==> src/rtl/ali_pkg.sv <==
package ali_pkg;

    localparam int DATA_W = 32;
    localparam int POS_W  = 7;
    localparam int LEN_W  = 7;
    localparam int MIDX_W = 6;
    localparam int CMD_W  = 3;

    typedef enum logic [CMD_W-1:0] {
        CMD_RESIZE = 3'd0,
        CMD_INSERT = 3'd1,
        CMD_APPEND = 3'd2,
        CMD_READ   = 3'd3,
        CMD_WRITE  = 3'd4,
        CMD_FIND   = 3'd5
    } t_cmd;

    typedef enum logic [2:0] {
        ST_IDLE,
        ST_EXEC,
        ST_FILL,
        ST_SHIFT,
        ST_RD,
        ST_FIND,
        ST_DONE
    } t_state;

    typedef struct packed {
        logic              ok;
        logic              found;
        logic [MIDX_W-1:0] match_index;
        logic [DATA_W-1:0] read_value;
        logic [LEN_W-1:0]  length;
    } t_result;

endpackage

==> src/rtl/ali_mem.sv <==
module ali_mem #(
    parameter int DEPTH = 64,
    parameter int AW    = $clog2(DEPTH)
) (
    input  logic                      i_clk,
    input  logic                      i_we,
    input  logic [AW-1:0]             i_waddr,
    input  logic [ali_pkg::DATA_W-1:0] i_wdata,
    input  logic                      i_re,
    input  logic [AW-1:0]             i_raddr,
    output logic [ali_pkg::DATA_W-1:0] o_rdata
);

    logic [ali_pkg::DATA_W-1:0] r_mem [DEPTH];
    logic [ali_pkg::DATA_W-1:0] r_rdata;

    // write port
    always_ff @(posedge i_clk) begin
        if (i_we) begin
            r_mem[i_waddr] <= i_wdata;
        end
    end

    // registered read port
    always_ff @(posedge i_clk) begin
        if (i_re) begin
            r_rdata <= r_mem[i_raddr];
        end
    end

    assign o_rdata = r_rdata;

endmodule

==> src/rtl/ali_seq.sv <==
module ali_seq #(
    parameter int CAPACITY = 64,
    parameter int AW       = $clog2(CAPACITY),
    parameter int FW       = $clog2(CAPACITY + 1)
) (
    input  logic                        i_clk,
    input  logic                        i_rst_n,
    input  logic                        i_in_valid,
    output logic                        o_in_ready,
    input  logic [ali_pkg::CMD_W-1:0]   i_command,
    input  logic [ali_pkg::POS_W-1:0]   i_position,
    input  logic [ali_pkg::DATA_W-1:0]  i_value,
    input  logic                        i_out_free,
    output logic                        o_res_valid,
    output ali_pkg::t_result            o_res,
    output logic                        o_mem_we,
    output logic [AW-1:0]               o_mem_waddr,
    output logic [ali_pkg::DATA_W-1:0]  o_mem_wdata,
    output logic                        o_mem_re,
    output logic [AW-1:0]               o_mem_raddr,
    input  logic [ali_pkg::DATA_W-1:0]  i_mem_rdata
);

    localparam int CW = (FW > ali_pkg::POS_W) ? FW : ali_pkg::POS_W;
    localparam int MW = (AW > ali_pkg::MIDX_W) ? AW : ali_pkg::MIDX_W;
    localparam int LW = (CW > ali_pkg::LEN_W) ? CW : ali_pkg::LEN_W;

    ali_pkg::t_state r_state, n_state;

    logic [ali_pkg::CMD_W-1:0]  r_cmd, n_cmd;
    logic [CW-1:0]              r_pos, n_pos;
    logic [ali_pkg::DATA_W-1:0] r_val, n_val;
    logic [FW-1:0]              r_fill, n_fill;
    logic [FW-1:0]              r_k, n_k;
    logic [AW-1:0]              r_wk, n_wk;
    logic                       r_pend, n_pend;
    logic                       r_ok, n_ok;
    logic                       r_found, n_found;
    logic [AW-1:0]              r_midx, n_midx;
    logic [ali_pkg::DATA_W-1:0] r_rval, n_rval;

    logic [CW-1:0] fill_w, k_w, cap_w;
    logic          c_pos_le_cap, c_pos_le_fill, c_pos_lt_fill, c_fill_lt_cap;
    logic          c_k_lt_pos, c_k_gt_pos, c_k_lt_fill, c_hit;
    logic [MW-1:0] midx_w;
    logic [LW-1:0] len_w;

    // range checks on common width
    assign fill_w        = CW'(r_fill);
    assign k_w           = CW'(r_k);
    assign cap_w         = CW'(CAPACITY);
    assign c_pos_le_cap  = (r_pos <= cap_w);
    assign c_pos_le_fill = (r_pos <= fill_w);
    assign c_pos_lt_fill = (r_pos < fill_w);
    assign c_fill_lt_cap = (fill_w < cap_w);
    assign c_k_lt_pos    = (k_w < r_pos);
    assign c_k_gt_pos    = (k_w > r_pos);
    assign c_k_lt_fill   = (k_w < fill_w);
    assign c_hit         = r_pend && (i_mem_rdata == r_val);

    // next state
    always_comb begin
        n_state = r_state;
        unique case (r_state)
            ali_pkg::ST_IDLE: begin
                if (i_in_valid) begin
                    n_state = ali_pkg::ST_EXEC;
                end
            end
            ali_pkg::ST_EXEC: begin
                unique case (r_cmd)
                    ali_pkg::CMD_RESIZE: begin
                        n_state = c_pos_le_cap ? ali_pkg::ST_FILL : ali_pkg::ST_DONE;
                    end
                    ali_pkg::CMD_INSERT: begin
                        n_state = (c_pos_le_fill && c_fill_lt_cap) ?
                                  ali_pkg::ST_SHIFT : ali_pkg::ST_DONE;
                    end
                    ali_pkg::CMD_READ: begin
                        n_state = c_pos_lt_fill ? ali_pkg::ST_RD : ali_pkg::ST_DONE;
                    end
                    ali_pkg::CMD_FIND: begin
                        n_state = ali_pkg::ST_FIND;
                    end
                    default: begin
                        n_state = ali_pkg::ST_DONE;
                    end
                endcase
            end
            ali_pkg::ST_FILL: begin
                if (!c_k_lt_pos) begin
                    n_state = ali_pkg::ST_DONE;
                end
            end
            ali_pkg::ST_SHIFT: begin
                if (!c_k_gt_pos && !r_pend) begin
                    n_state = ali_pkg::ST_DONE;
                end
            end
            ali_pkg::ST_RD: begin
                n_state = ali_pkg::ST_DONE;
            end
            ali_pkg::ST_FIND: begin
                if (c_hit || !c_k_lt_fill) begin
                    n_state = ali_pkg::ST_DONE;
                end
            end
            ali_pkg::ST_DONE: begin
                if (i_out_free) begin
                    n_state = ali_pkg::ST_IDLE;
                end
            end
            default: begin
                n_state = ali_pkg::ST_IDLE;
            end
        endcase
    end

    // datapath and memory accesses
    always_comb begin
        n_cmd       = r_cmd;
        n_pos       = r_pos;
        n_val       = r_val;
        n_fill      = r_fill;
        n_k         = r_k;
        n_wk        = r_wk;
        n_pend      = r_pend;
        n_ok        = r_ok;
        n_found     = r_found;
        n_midx      = r_midx;
        n_rval      = r_rval;
        o_mem_we    = 1'b0;
        o_mem_waddr = '0;
        o_mem_wdata = '0;
        o_mem_re    = 1'b0;
        o_mem_raddr = '0;
        unique case (r_state)
            ali_pkg::ST_IDLE: begin
                // capture the item
                if (i_in_valid) begin
                    n_cmd = i_command;
                    n_pos = CW'(i_position);
                    n_val = i_value;
                end
            end
            ali_pkg::ST_EXEC: begin
                n_ok    = 1'b0;
                n_found = 1'b0;
                n_midx  = '0;
                n_rval  = '0;
                n_pend  = 1'b0;
                unique case (r_cmd)
                    ali_pkg::CMD_RESIZE: begin
                        n_ok = c_pos_le_cap;
                        n_k  = r_fill;
                    end
                    ali_pkg::CMD_INSERT: begin
                        n_ok = c_pos_le_fill && c_fill_lt_cap;
                        n_k  = r_fill;
                    end
                    ali_pkg::CMD_APPEND: begin
                        if (c_fill_lt_cap) begin
                            o_mem_we    = 1'b1;
                            o_mem_waddr = AW'(r_fill);
                            o_mem_wdata = r_val;
                            n_fill      = r_fill + 1'b1;
                            n_ok        = 1'b1;
                        end
                    end
                    ali_pkg::CMD_READ: begin
                        if (c_pos_lt_fill) begin
                            o_mem_re    = 1'b1;
                            o_mem_raddr = AW'(r_pos);
                            n_ok        = 1'b1;
                        end
                    end
                    ali_pkg::CMD_WRITE: begin
                        if (c_pos_lt_fill) begin
                            o_mem_we    = 1'b1;
                            o_mem_waddr = AW'(r_pos);
                            o_mem_wdata = r_val;
                            n_ok        = 1'b1;
                        end
                    end
                    ali_pkg::CMD_FIND: begin
                        n_ok = 1'b1;
                        n_k  = '0;
                    end
                    default: begin
                        n_ok = 1'b0;
                    end
                endcase
            end
            ali_pkg::ST_FILL: begin
                // zero the entries that growth adds, then set the count
                if (c_k_lt_pos) begin
                    o_mem_we    = 1'b1;
                    o_mem_waddr = AW'(r_k);
                    o_mem_wdata = '0;
                    n_k         = r_k + 1'b1;
                end else begin
                    n_fill = FW'(r_pos);
                end
            end
            ali_pkg::ST_SHIFT: begin
                // move the word read last cycle one place up
                if (r_pend) begin
                    o_mem_we    = 1'b1;
                    o_mem_waddr = r_wk;
                    o_mem_wdata = i_mem_rdata;
                end
                if (c_k_gt_pos) begin
                    o_mem_re    = 1'b1;
                    o_mem_raddr = AW'(r_k - 1'b1);
                    n_wk        = AW'(r_k);
                    n_k         = r_k - 1'b1;
                    n_pend      = 1'b1;
                end else begin
                    n_pend = 1'b0;
                    if (!r_pend) begin
                        o_mem_we    = 1'b1;
                        o_mem_waddr = AW'(r_pos);
                        o_mem_wdata = r_val;
                        n_fill      = r_fill + 1'b1;
                    end
                end
            end
            ali_pkg::ST_RD: begin
                n_rval = i_mem_rdata;
            end
            ali_pkg::ST_FIND: begin
                // compare the word read last cycle, keep reading upward
                if (c_hit) begin
                    n_found = 1'b1;
                    n_midx  = r_wk;
                    n_pend  = 1'b0;
                end else if (c_k_lt_fill) begin
                    o_mem_re    = 1'b1;
                    o_mem_raddr = AW'(r_k);
                    n_wk        = AW'(r_k);
                    n_k         = r_k + 1'b1;
                    n_pend      = 1'b1;
                end else begin
                    n_pend = 1'b0;
                end
            end
            ali_pkg::ST_DONE: begin
                n_pend = 1'b0;
            end
            default: begin
                n_pend = 1'b0;
            end
        endcase
    end

    // control registers
    always_ff @(posedge i_clk) begin
        if (!i_rst_n) begin
            r_state <= ali_pkg::ST_IDLE;
            r_fill  <= '0;
            r_pend  <= 1'b0;
        end else begin
            r_state <= n_state;
            r_fill  <= n_fill;
            r_pend  <= n_pend;
        end
    end

    // payload registers
    always_ff @(posedge i_clk) begin
        r_cmd   <= n_cmd;
        r_pos   <= n_pos;
        r_val   <= n_val;
        r_k     <= n_k;
        r_wk    <= n_wk;
        r_ok    <= n_ok;
        r_found <= n_found;
        r_midx  <= n_midx;
        r_rval  <= n_rval;
    end

    // result toward the output register
    assign midx_w            = MW'(r_midx);
    assign len_w             = LW'(r_fill);
    assign o_in_ready        = (r_state == ali_pkg::ST_IDLE);
    assign o_res_valid       = (r_state == ali_pkg::ST_DONE) && i_out_free;
    assign o_res.ok          = r_ok;
    assign o_res.found       = r_found;
    assign o_res.match_index = midx_w[ali_pkg::MIDX_W-1:0];
    assign o_res.read_value  = r_rval;
    assign o_res.length      = len_w[ali_pkg::LEN_W-1:0];

`ifndef NO_ASSERTIONS
    a_fill_bound: assert property (@(posedge i_clk) disable iff (!i_rst_n)
        CW'(r_fill) <= cap_w)
        else $error("fill count above capacity");

    a_idle_no_write: assert property (@(posedge i_clk) disable iff (!i_rst_n)
        (r_state == ali_pkg::ST_IDLE) |-> !o_mem_we)
        else $error("memory write while idle");

    a_no_overlap: assert property (@(posedge i_clk) disable iff (!i_rst_n)
        (o_mem_we && o_mem_re) |-> (o_mem_waddr != o_mem_raddr))
        else $error("read and write hit the same entry");

    a_done_to_idle: assert property (@(posedge i_clk) disable iff (!i_rst_n)
        o_res_valid |=> (r_state == ali_pkg::ST_IDLE))
        else $error("sequencer did not return to idle after result");
`endif

endmodule

==> src/rtl/array_list_insert_search_top.sv <==
// Bounded list of signed 32-bit words with a fill count, driven by one
// command per item (resize, insert, append, read, write, find); every item
// yields exactly one result. The words live in a single-port-write,
// registered-read memory and a sequencer walks it one entry per cycle, so
// items are handled one at a time. Append, write and refused commands pass
// through the execute and done states; a read also takes the memory word
// in a read state, a resize that grows zero-fills the added entries, an
// insert shifts the entries at and above the position up one place and
// then stores the value, and a find reads upward until a hit or the end.
// The result sits in an output register, so the next item is accepted
// while it waits. The memory needs no clearing after reset: entries become
// readable only after resize, insert, append or write has stored them.
module array_list_insert_search_top #(
    parameter int CAPACITY = 64
) (
    input  logic               i_clk,
    input  logic               i_rst_n,
    input  logic               i_in_valid,
    output logic               o_in_ready,
    input  logic [2:0]         i_command,
    input  logic [6:0]         i_position,
    input  logic signed [31:0] i_value,
    output logic               o_out_valid,
    input  logic               i_out_ready,
    output logic               o_ok,
    output logic               o_found,
    output logic [5:0]         o_match_index,
    output logic signed [31:0] o_read_value,
    output logic [6:0]         o_length
);

    localparam int AW = $clog2(CAPACITY);

    logic                       out_free;
    logic                       res_valid;
    ali_pkg::t_result           res;
    logic                       mem_we;
    logic [AW-1:0]              mem_waddr;
    logic [ali_pkg::DATA_W-1:0] mem_wdata;
    logic                       mem_re;
    logic [AW-1:0]              mem_raddr;
    logic [ali_pkg::DATA_W-1:0] mem_rdata;

    logic             r_out_valid;
    ali_pkg::t_result r_out;

    assign out_free = !r_out_valid || i_out_ready;

    ali_seq #(
        .CAPACITY (CAPACITY)
    ) u_seq (
        .i_clk       (i_clk),
        .i_rst_n     (i_rst_n),
        .i_in_valid  (i_in_valid),
        .o_in_ready  (o_in_ready),
        .i_command   (i_command),
        .i_position  (i_position),
        .i_value     (i_value),
        .i_out_free  (out_free),
        .o_res_valid (res_valid),
        .o_res       (res),
        .o_mem_we    (mem_we),
        .o_mem_waddr (mem_waddr),
        .o_mem_wdata (mem_wdata),
        .o_mem_re    (mem_re),
        .o_mem_raddr (mem_raddr),
        .i_mem_rdata (mem_rdata)
    );

    ali_mem #(
        .DEPTH (CAPACITY)
    ) u_mem (
        .i_clk   (i_clk),
        .i_we    (mem_we),
        .i_waddr (mem_waddr),
        .i_wdata (mem_wdata),
        .i_re    (mem_re),
        .i_raddr (mem_raddr),
        .o_rdata (mem_rdata)
    );

    // hold the result until the item is taken
    always_ff @(posedge i_clk) begin
        if (!i_rst_n) begin
            r_out_valid <= 1'b0;
        end else if (res_valid) begin
            r_out_valid <= 1'b1;
        end else if (i_out_ready) begin
            r_out_valid <= 1'b0;
        end
    end

    always_ff @(posedge i_clk) begin
        if (res_valid) begin
            r_out <= res;
        end
    end

    assign o_out_valid   = r_out_valid;
    assign o_ok          = r_out.ok;
    assign o_found       = r_out.found;
    assign o_match_index = r_out.match_index;
    assign o_read_value  = r_out.read_value;
    assign o_length      = r_out.length;

endmodule

==> config.mk <==
export PLATFORM = sky130hd
export DESIGN_NAME = array_list_insert_search_top
export DESIGN_NICKNAME = d
export VERILOG_FILES = /design/src/rtl/ali_pkg.sv /design/src/rtl/ali_mem.sv /design/src/rtl/ali_seq.sv /design/src/rtl/array_list_insert_search_top.sv
export SDC_FILE = /design/constraint.sdc
export NUM_CORES = 2
export LEC_CHECK = 0
export CAP_MARGIN = 20
export CORE_ASPECT_RATIO = 1.4
export CORE_MARGIN = 8
export CORE_UTILIZATION = 30
export CTS_CLUSTER_SIZE = 25
export DETAILED_ROUTE_END_ITERATION = 8
export DONT_BUFFER_PORTS = 1
export GPL_TIMING_DRIVEN = 0
export PLACE_DENSITY = 0.55
export SETUP_SLACK_MARGIN = 0.1
export SYNTH_ARGS = -nofsm -noshare
export SYNTH_HDL_FRONTEND = slang
export SYNTH_SLANG_ARGS = --single-unit
==> constraint.sdc <==
create_clock -name i_clk -period 4.8 [get_ports i_clk]
set_clock_uncertainty 0.05 [all_clocks]
set_input_delay 0.48 -clock i_clk [delete_from_list [all_inputs] [get_ports i_clk]]
set_output_delay 0.48 -clock i_clk [all_outputs]
set_load 0.005 [all_outputs]
After elaboration in Yosys (flattened, before gate mapping):

Memory sizes are Yosys's and may differ from the RTL's. A register that Yosys moved wholly into a read port is not among the register bits.
Index checks and enable logic that the tools add are counted.

* add/subtract/negate cells: 3
* $lt $le $gt $ge: 7
* eq/ne operators: 27
* multiplexer cells: 70
* reduce and logical (&&, ||, !) cells: 27

Operators with widths (number)
* $pmux W32 S2: 3
* $mux W32: 5
* $mux W6: 14
* $mux W7: 9
* $pmux W6 S2: 3
* $pmux W6 S3: 2
* $eq A32 B32 Y1: 1
* $pmux W7 S4: 1
* $lt A7 B7 Y1: 3
* $mux W3: 7
* $pmux W3 S7: 1
* $pmux W7 S3: 1
* $ne A2 B1 Y1 const B: 8
* $eq A3 B3 Y1 const B: 5
* $mux W1: 15
* $add A7 B1 Y7 const B: 2
* $pmux W7 S2: 1
* $eq A3 B2 Y1 const B: 4
* $ne A2 B2 Y1 const B: 6
* $pmux W3 S4: 1
* $reduce_and A6 Y1: 2
* $pmux W1 S3: 3
* $reduce_bool A2 Y1: 4
* $gt A7 B7 Y1: 1
* 20 further kinds: 32

* register bits after elaboration: 154
* memory bits (writable): 2048
* input port bits: 46
* output and inout bits: 49
* logic and storage cells: 153
* memories kept: 1

Memory list
* u_mem.r_mem: depth 64, width 32, rd ports 1, clocked after Yosys merged registers in 1, wr ports 1, line ali_mem.sv:14 `logic [ali_pkg::DATA_W-1:0] r_mem [DEPTH];`

Longest topological paths before layout:

* depth in word-level cells: 6
* depth in mapped cells: 18

Cells and area by module:

A second synthesis with hierarchy kept.

* cell total of the unflattened synthesis: 4120
* area total of the unflattened synthesis: 86514.2 µm²

By module, submodules not included
* ali_mem: instances 1, cells each 3572, area each 79207.2 µm², sequential area each 62459.9 µm²
* ali_seq: instances 1, cells each 497, area each 5846.9 µm², sequential area each 3072.9 µm²
* array_list_insert_search_top: instances 1, cells each 51, area each 1460.2 µm², sequential area each 1431.4 µm²

Least setup slack after synthesis:

Ideal clock, no wire load.

* path type: register to register
* start point: register u_seq.r_fill[4] (netlist: u_seq.fill_w[4])
* end point: memory u_mem.r_mem[45][0] (netlist bit), enable pin
* setup time: 421 ps
* arrival: 4311 ps
* data required time: 4329 ps
* path slack: 18 ps
* cell stages (with the launch flop): 12
* buffers on the path: 1
* period minus slack after synthesis: 4782 ps
* cell sequence: dfxtp_1 inv_1 ha_1 a41o_1 a21oi_1 nand3_1 or3_1 a21oi_1 a21boi_1 or3b_2 clkbuf_1 nor2_1

* cells in the longest elaborated chain, start to end: 6
* elaborated cells between the ends (all ways): 12
* classes of those cells: 2 x order compare; 10 x mux

RTL lines
* from (decl): line ali_seq.sv:33 `logic [FW-1:0] r_fill, n_fill;`
* from (signal assigned): line ali_seq.sv:264 `r_fill <= n_fill;`
* $lt A7 B7 Y1, on equally long branches: line ali_seq.sv:54, ali_seq.sv:55
* $mux W1, on equally long branches: line ali_seq.sv:178, ali_seq.sv:162
* $pmux W1 S2: line ali_seq.sv:152 `unique case (r_cmd)`
* $pmux W1 S3: line ali_seq.sv:137 `unique case (r_state)`
* $mux W1: line ali_mem.sv:19 `if (i_we) begin`
* $mux W1 (not written as such): line ali_mem.sv:20 `r_mem[i_waddr] <= i_wdata;`
* to (decl): line ali_mem.sv:14

Parallel ways exist; a longest one is shown, timed or not.

Worst setup path after layout:

* start point: register u_seq.r_pos[3]
* end point: register u_mem.r_rdata (netlist bit u_mem.o_rdata[8]), read port of u_mem.r_mem (data pin)

* cells in the longest elaborated chain, start to end: 4
* elaborated cells between the ends (all ways): 10
* classes of those cells: 2 x order compare; 8 x mux

RTL lines
* from (decl): line ali_seq.sv:31 `logic [CW-1:0] r_pos, n_pos;`
* from (signal assigned): line ali_seq.sv:272 `r_pos <= n_pos;`
* $lt A7 B7 Y1: line ali_seq.sv:54 `assign c_pos_lt_fill = (r_pos < fill_w);`
* $mux W6 or $mux W1 (tied branches): line ali_seq.sv:171 `if (c_pos_lt_fill) begin`
* $mux W6 or $mux W1 (tied branches): line ali_seq.sv:152
* $pmux W6 S3 or $pmux W1 S3 (tied branches): line ali_seq.sv:137
* to (decl): line ali_mem.sv:15 `logic [ali_pkg::DATA_W-1:0] r_rdata;`

Parallel ways exist; a longest one is shown, timed or not.
A chain may end at the register's enable or synchronous reset.

==> flow_summary_export.csv <==
group,metric,value,unit
yosys,syn_avg_cell_area,15.33,um2
setup_path,rr_endpoint,"u_mem.o_rdata[8]",
yosys,synth_mux_area_share,5.098,%
timing,fin_ws,73.50,ps
cells_and_area,fillers,26960,
floorplan,num_rows,235,
cells_and_area,drive_gt1_share,19.87,%
yosys,synthFlopType,"edfxtp_1",
clock_network,path_clk_slew,70,ps
yosys,synthSimpleGateAreaFrac,7.903,%
setup_path,cp_max_fo,10,
routing,wl_per_cell,30.66,um
power,leakage,35.21,nW
routing,drtAntennaViolNets,0,
yosys,syn-cell-area,87740,um2
timing,setup_tns,0,ps
floorplan,initial_utilization,30.05,%
floorplan,die_area,310300,um2
yosys,yosysWarnings,0,
status,status,"finished, violations left",
clock_network,root_buffer,"clkbuf_16",
yosys,synth-compound-area-share,7.783,%
flow_run,cap_violations,0,
floorplan,pin_count,95,
cells_and_area,final_cell_mix,"edfxtp_1, nand2_1, a21oi_1",
placed_design,dp_hpwl,221800,um
yosys,synthArstFlopShare,0,%
setup_path,cp.arrival,5290,ps
yosys,synth_xor_area_share,0.3693,%
timing,relSlewSlack,16.49,%
hold_path,whs_path_depth,1,
hold_path,holdPathEnd,"u_seq.r_val[24]",
yosys,synth-adder-area-share,0.3280,%
timing,setup_viol,0,
timing,hold_viol,0,
timing,rsz0062_at_grt,"true",
placed_design,gp_congestion,0.9425,
routing,wirelength,317500,um
yosys,synth-edff-count,2222,
setup_path,startpoint_type,"flop",
power,power_density,440.1,nW/um2
timing,min_period,4726,ps
clock_network,cts_tree,"built",
yosys,ys_ff_latch,2234,
clock_network,cts_sinks,2234,
hold_path,min_path_type,"input port to flop",
setup_path,r2r.worst_path.cells,18,
grt,grt_pass1_vias,54530,
setup_path,cp-end-kind,"flop",
cells_and_area,utilization,36.99,%
routing,dr.pass1.iters,9,
placed_design,place_area,96040,um2
timing,min_period_over_period,98.47,%
status,violations,"DRC",
routing,first_iter_violations,6736,
cells_and_area,area_growth_syn_to_layout,23.08,%
clock_network,max-clock-path-buffers,4,
grt,grt_max_degree,54,
timing,fmax,211.6,MHz
timing,maxSlewViolCount,0,
cells_and_area,postLayoutCellArea,108000,um2
timing,worst_slew_pin_slew,1253,ps
yosys,synth_seq_area_share,76.32,%
routing,drc,2,
grt,antenna_found_initial,18,
floorplan,core_area,292000,um2
setup_path,required,5370,ps
setup_path,ff2ff_setup_slack,70,ps
grt,grt_pass1_wl,432100,um
clock_network,cts_buffers,209,
clock_network,htreeDepth,4,
floorplan,die_x,473.1,um
hold_path,holdCritStartpoint,"i_value[24]",
cells_and_area,final_common_cell,"edfxtp_1",
clock_network,clk_latency,900,ps
routing,via_count,55650,
placed_design,dp_slack,-1944,ps
yosys,postSynthCellCount,5722,
setup_path,setup.worst_path.class,"flop to flop",
grt,track_usage,19.53,%
timing,fin_hold_ws,188.5,ps
power,peakVddDrop,0.3450,mV
cells_and_area,final_nets,6352,
routing,via_per_inst,5.373,
yosys,synth_top_family_by_area,"simple AND/OR/NAND/NOR gates",
placed_design,numPortBuffers,0,
yosys,ys_types,91,
yosys,syn-num-nets,5791,
setup_path,regToRegStartpoint,"u_seq.r_pos[3]",
floorplan,die_h,655.9,um
grt,grt_overflow,0,
==> through the flow <==
stage               power [mW]  std cells
finish                   47.53      10360
global route             48.63      10350
CTS                      47.04      10310
detailed placement       29.90       9780
global placement         29.41       9632
floorplan                26.45       5722
==> worst max path at each step <==
stage | start | endpoint | slack (ps) | cells after the start
after floorplan | u_seq.fill_w[4] | u_mem.r_mem[45][0] | 20 | 11
after global placement | u_seq.fill_w[4] | u_mem.r_mem[12][11] | -3830 | 11
after detailed placement | u_seq.fill_w[5] | u_mem.o_rdata[21] | -1940 | 14
after CTS | u_seq.fill_w[5] | u_mem.o_rdata[21] | -40 | 15
after global routing | u_seq.r_pos[3] | u_mem.o_rdata[24] | 30 | 18
final | u_seq.r_pos[3] | u_mem.o_rdata[8] | 70 | 18
==> cell usage after synthesis, types with 23 or more instances <==
cell	count	share of area [%]
mux2i_1	421	4.8
edfxtp_1	2222	76
buf_6	29	0.37
nor4_1	106	0.76
nor2_1	151	0.65
xnor2_1	34	0.34
a221oi_1	62	0.62
inv_1	25	0.11
buf_2	125	0.71
nand3_1	54	0.31
nand2_1	1025	4.4
buf_4	39	0.33
o221ai_1	65	0.65
o22ai_1	129	0.92
and3_1	53	0.38
ha_1	23	0.33
clkbuf_1	128	0.55
a21oi_1	508	2.9
a22oi_1	98	0.84
o21ai_0	25	0.14
or4_1	67	0.57
and2_1	37	0.26
==> registers in the layout, summed over array words and instances (netlist names), 3 cells and up <==
| name | flops |
|---|---|
| u_mem.r_mem | 2048 |
| o_read_value | 32 |
| u_mem.o_rdata | 32 |
| u_seq.r_rval | 32 |
| u_seq.r_val | 32 |
| o_length | 7 |
| u_seq.fill_w | 7 |
| u_seq.k_w | 7 |
| u_seq.r_pos | 7 |
| o_match_index | 6 |
| u_seq.midx_w | 6 |
| u_seq.r_wk | 6 |
| u_seq.r_cmd | 3 |
| u_seq.r_state | 3 |
==> power by group <==
group	switching (mW)	leakage (nW)	internal [mW]
combinational	5.55	12.9	2.57
clock	7.35	3.27	9.30
sequential	0.338	19.0	22.4
total	13.2	35.2	34.3
==> cell families (layout without fill, tap and decap cells) <==
logic type,count (synthesis),count (layout)
other,0,7
AO/OA/AOI/OAI,1047,1047
multiplexers,444,444
XOR/XNOR,37,37
flip-flops,2234,2234
AND/OR/NAND/NOR,1567,1568
buffers and inverters,370,1088
adder cells (fa/ha/maj),23,23
==> cell type report <==
cell class | instances | area, um2 | share of cell area, %
Antenna cell | 7 | 17.52 | 0.01622
Clock inverter | 117 | 1164 | 1.077
Multi-Input combinational cell | 3119 | 21540 | 19.94
Tap cell | 3910 | 4892 | 4.530
Clock buffer | 252 | 5477 | 5.071
Sequential cell | 2234 | 66980 | 62.02
Timing Repair Buffer | 351 | 5051 | 4.677
Buffer | 343 | 2785 | 2.579
Inverter | 25 | 93.84 | 0.08689
==> routing by layer <==
metal,part of all wire [%],up-vias,track usage (%)
met5,0.013,-,0
met4,9.2,6,13.94
met3,8.6,941,3.891
met2,49,3167,33.95
met1,33,28340,21.19
li1,-,23190,-
==> worst max-delay path, cell delays in order (launching register included) <==
cell,delay [ps]
edfxtp_1,420
buf_12,170
buf_4,170
ha_1,270
nand4_1,130
a21o_1,230
and3b_1,180
buf_4,170
nand2_1,160
o211a_4,290
buf_12,230
buf_12,220
buf_6,220
buf_6,310
buf_4,270
nand3_1,100
nand2_1,290
a22oi_1,180
and3_4,270
==> repair_timing <==
action                                   CTS  global route
endpoints found under the setup margin  2257           680
setup buffers                            111            45
gates resized for setup                  497           243
hold buffers                              45             0
hold endpoints to repair                  57             0
pin swaps                                 81            26
cloned                                     2             0
Power figures use the tool's default switching activity.
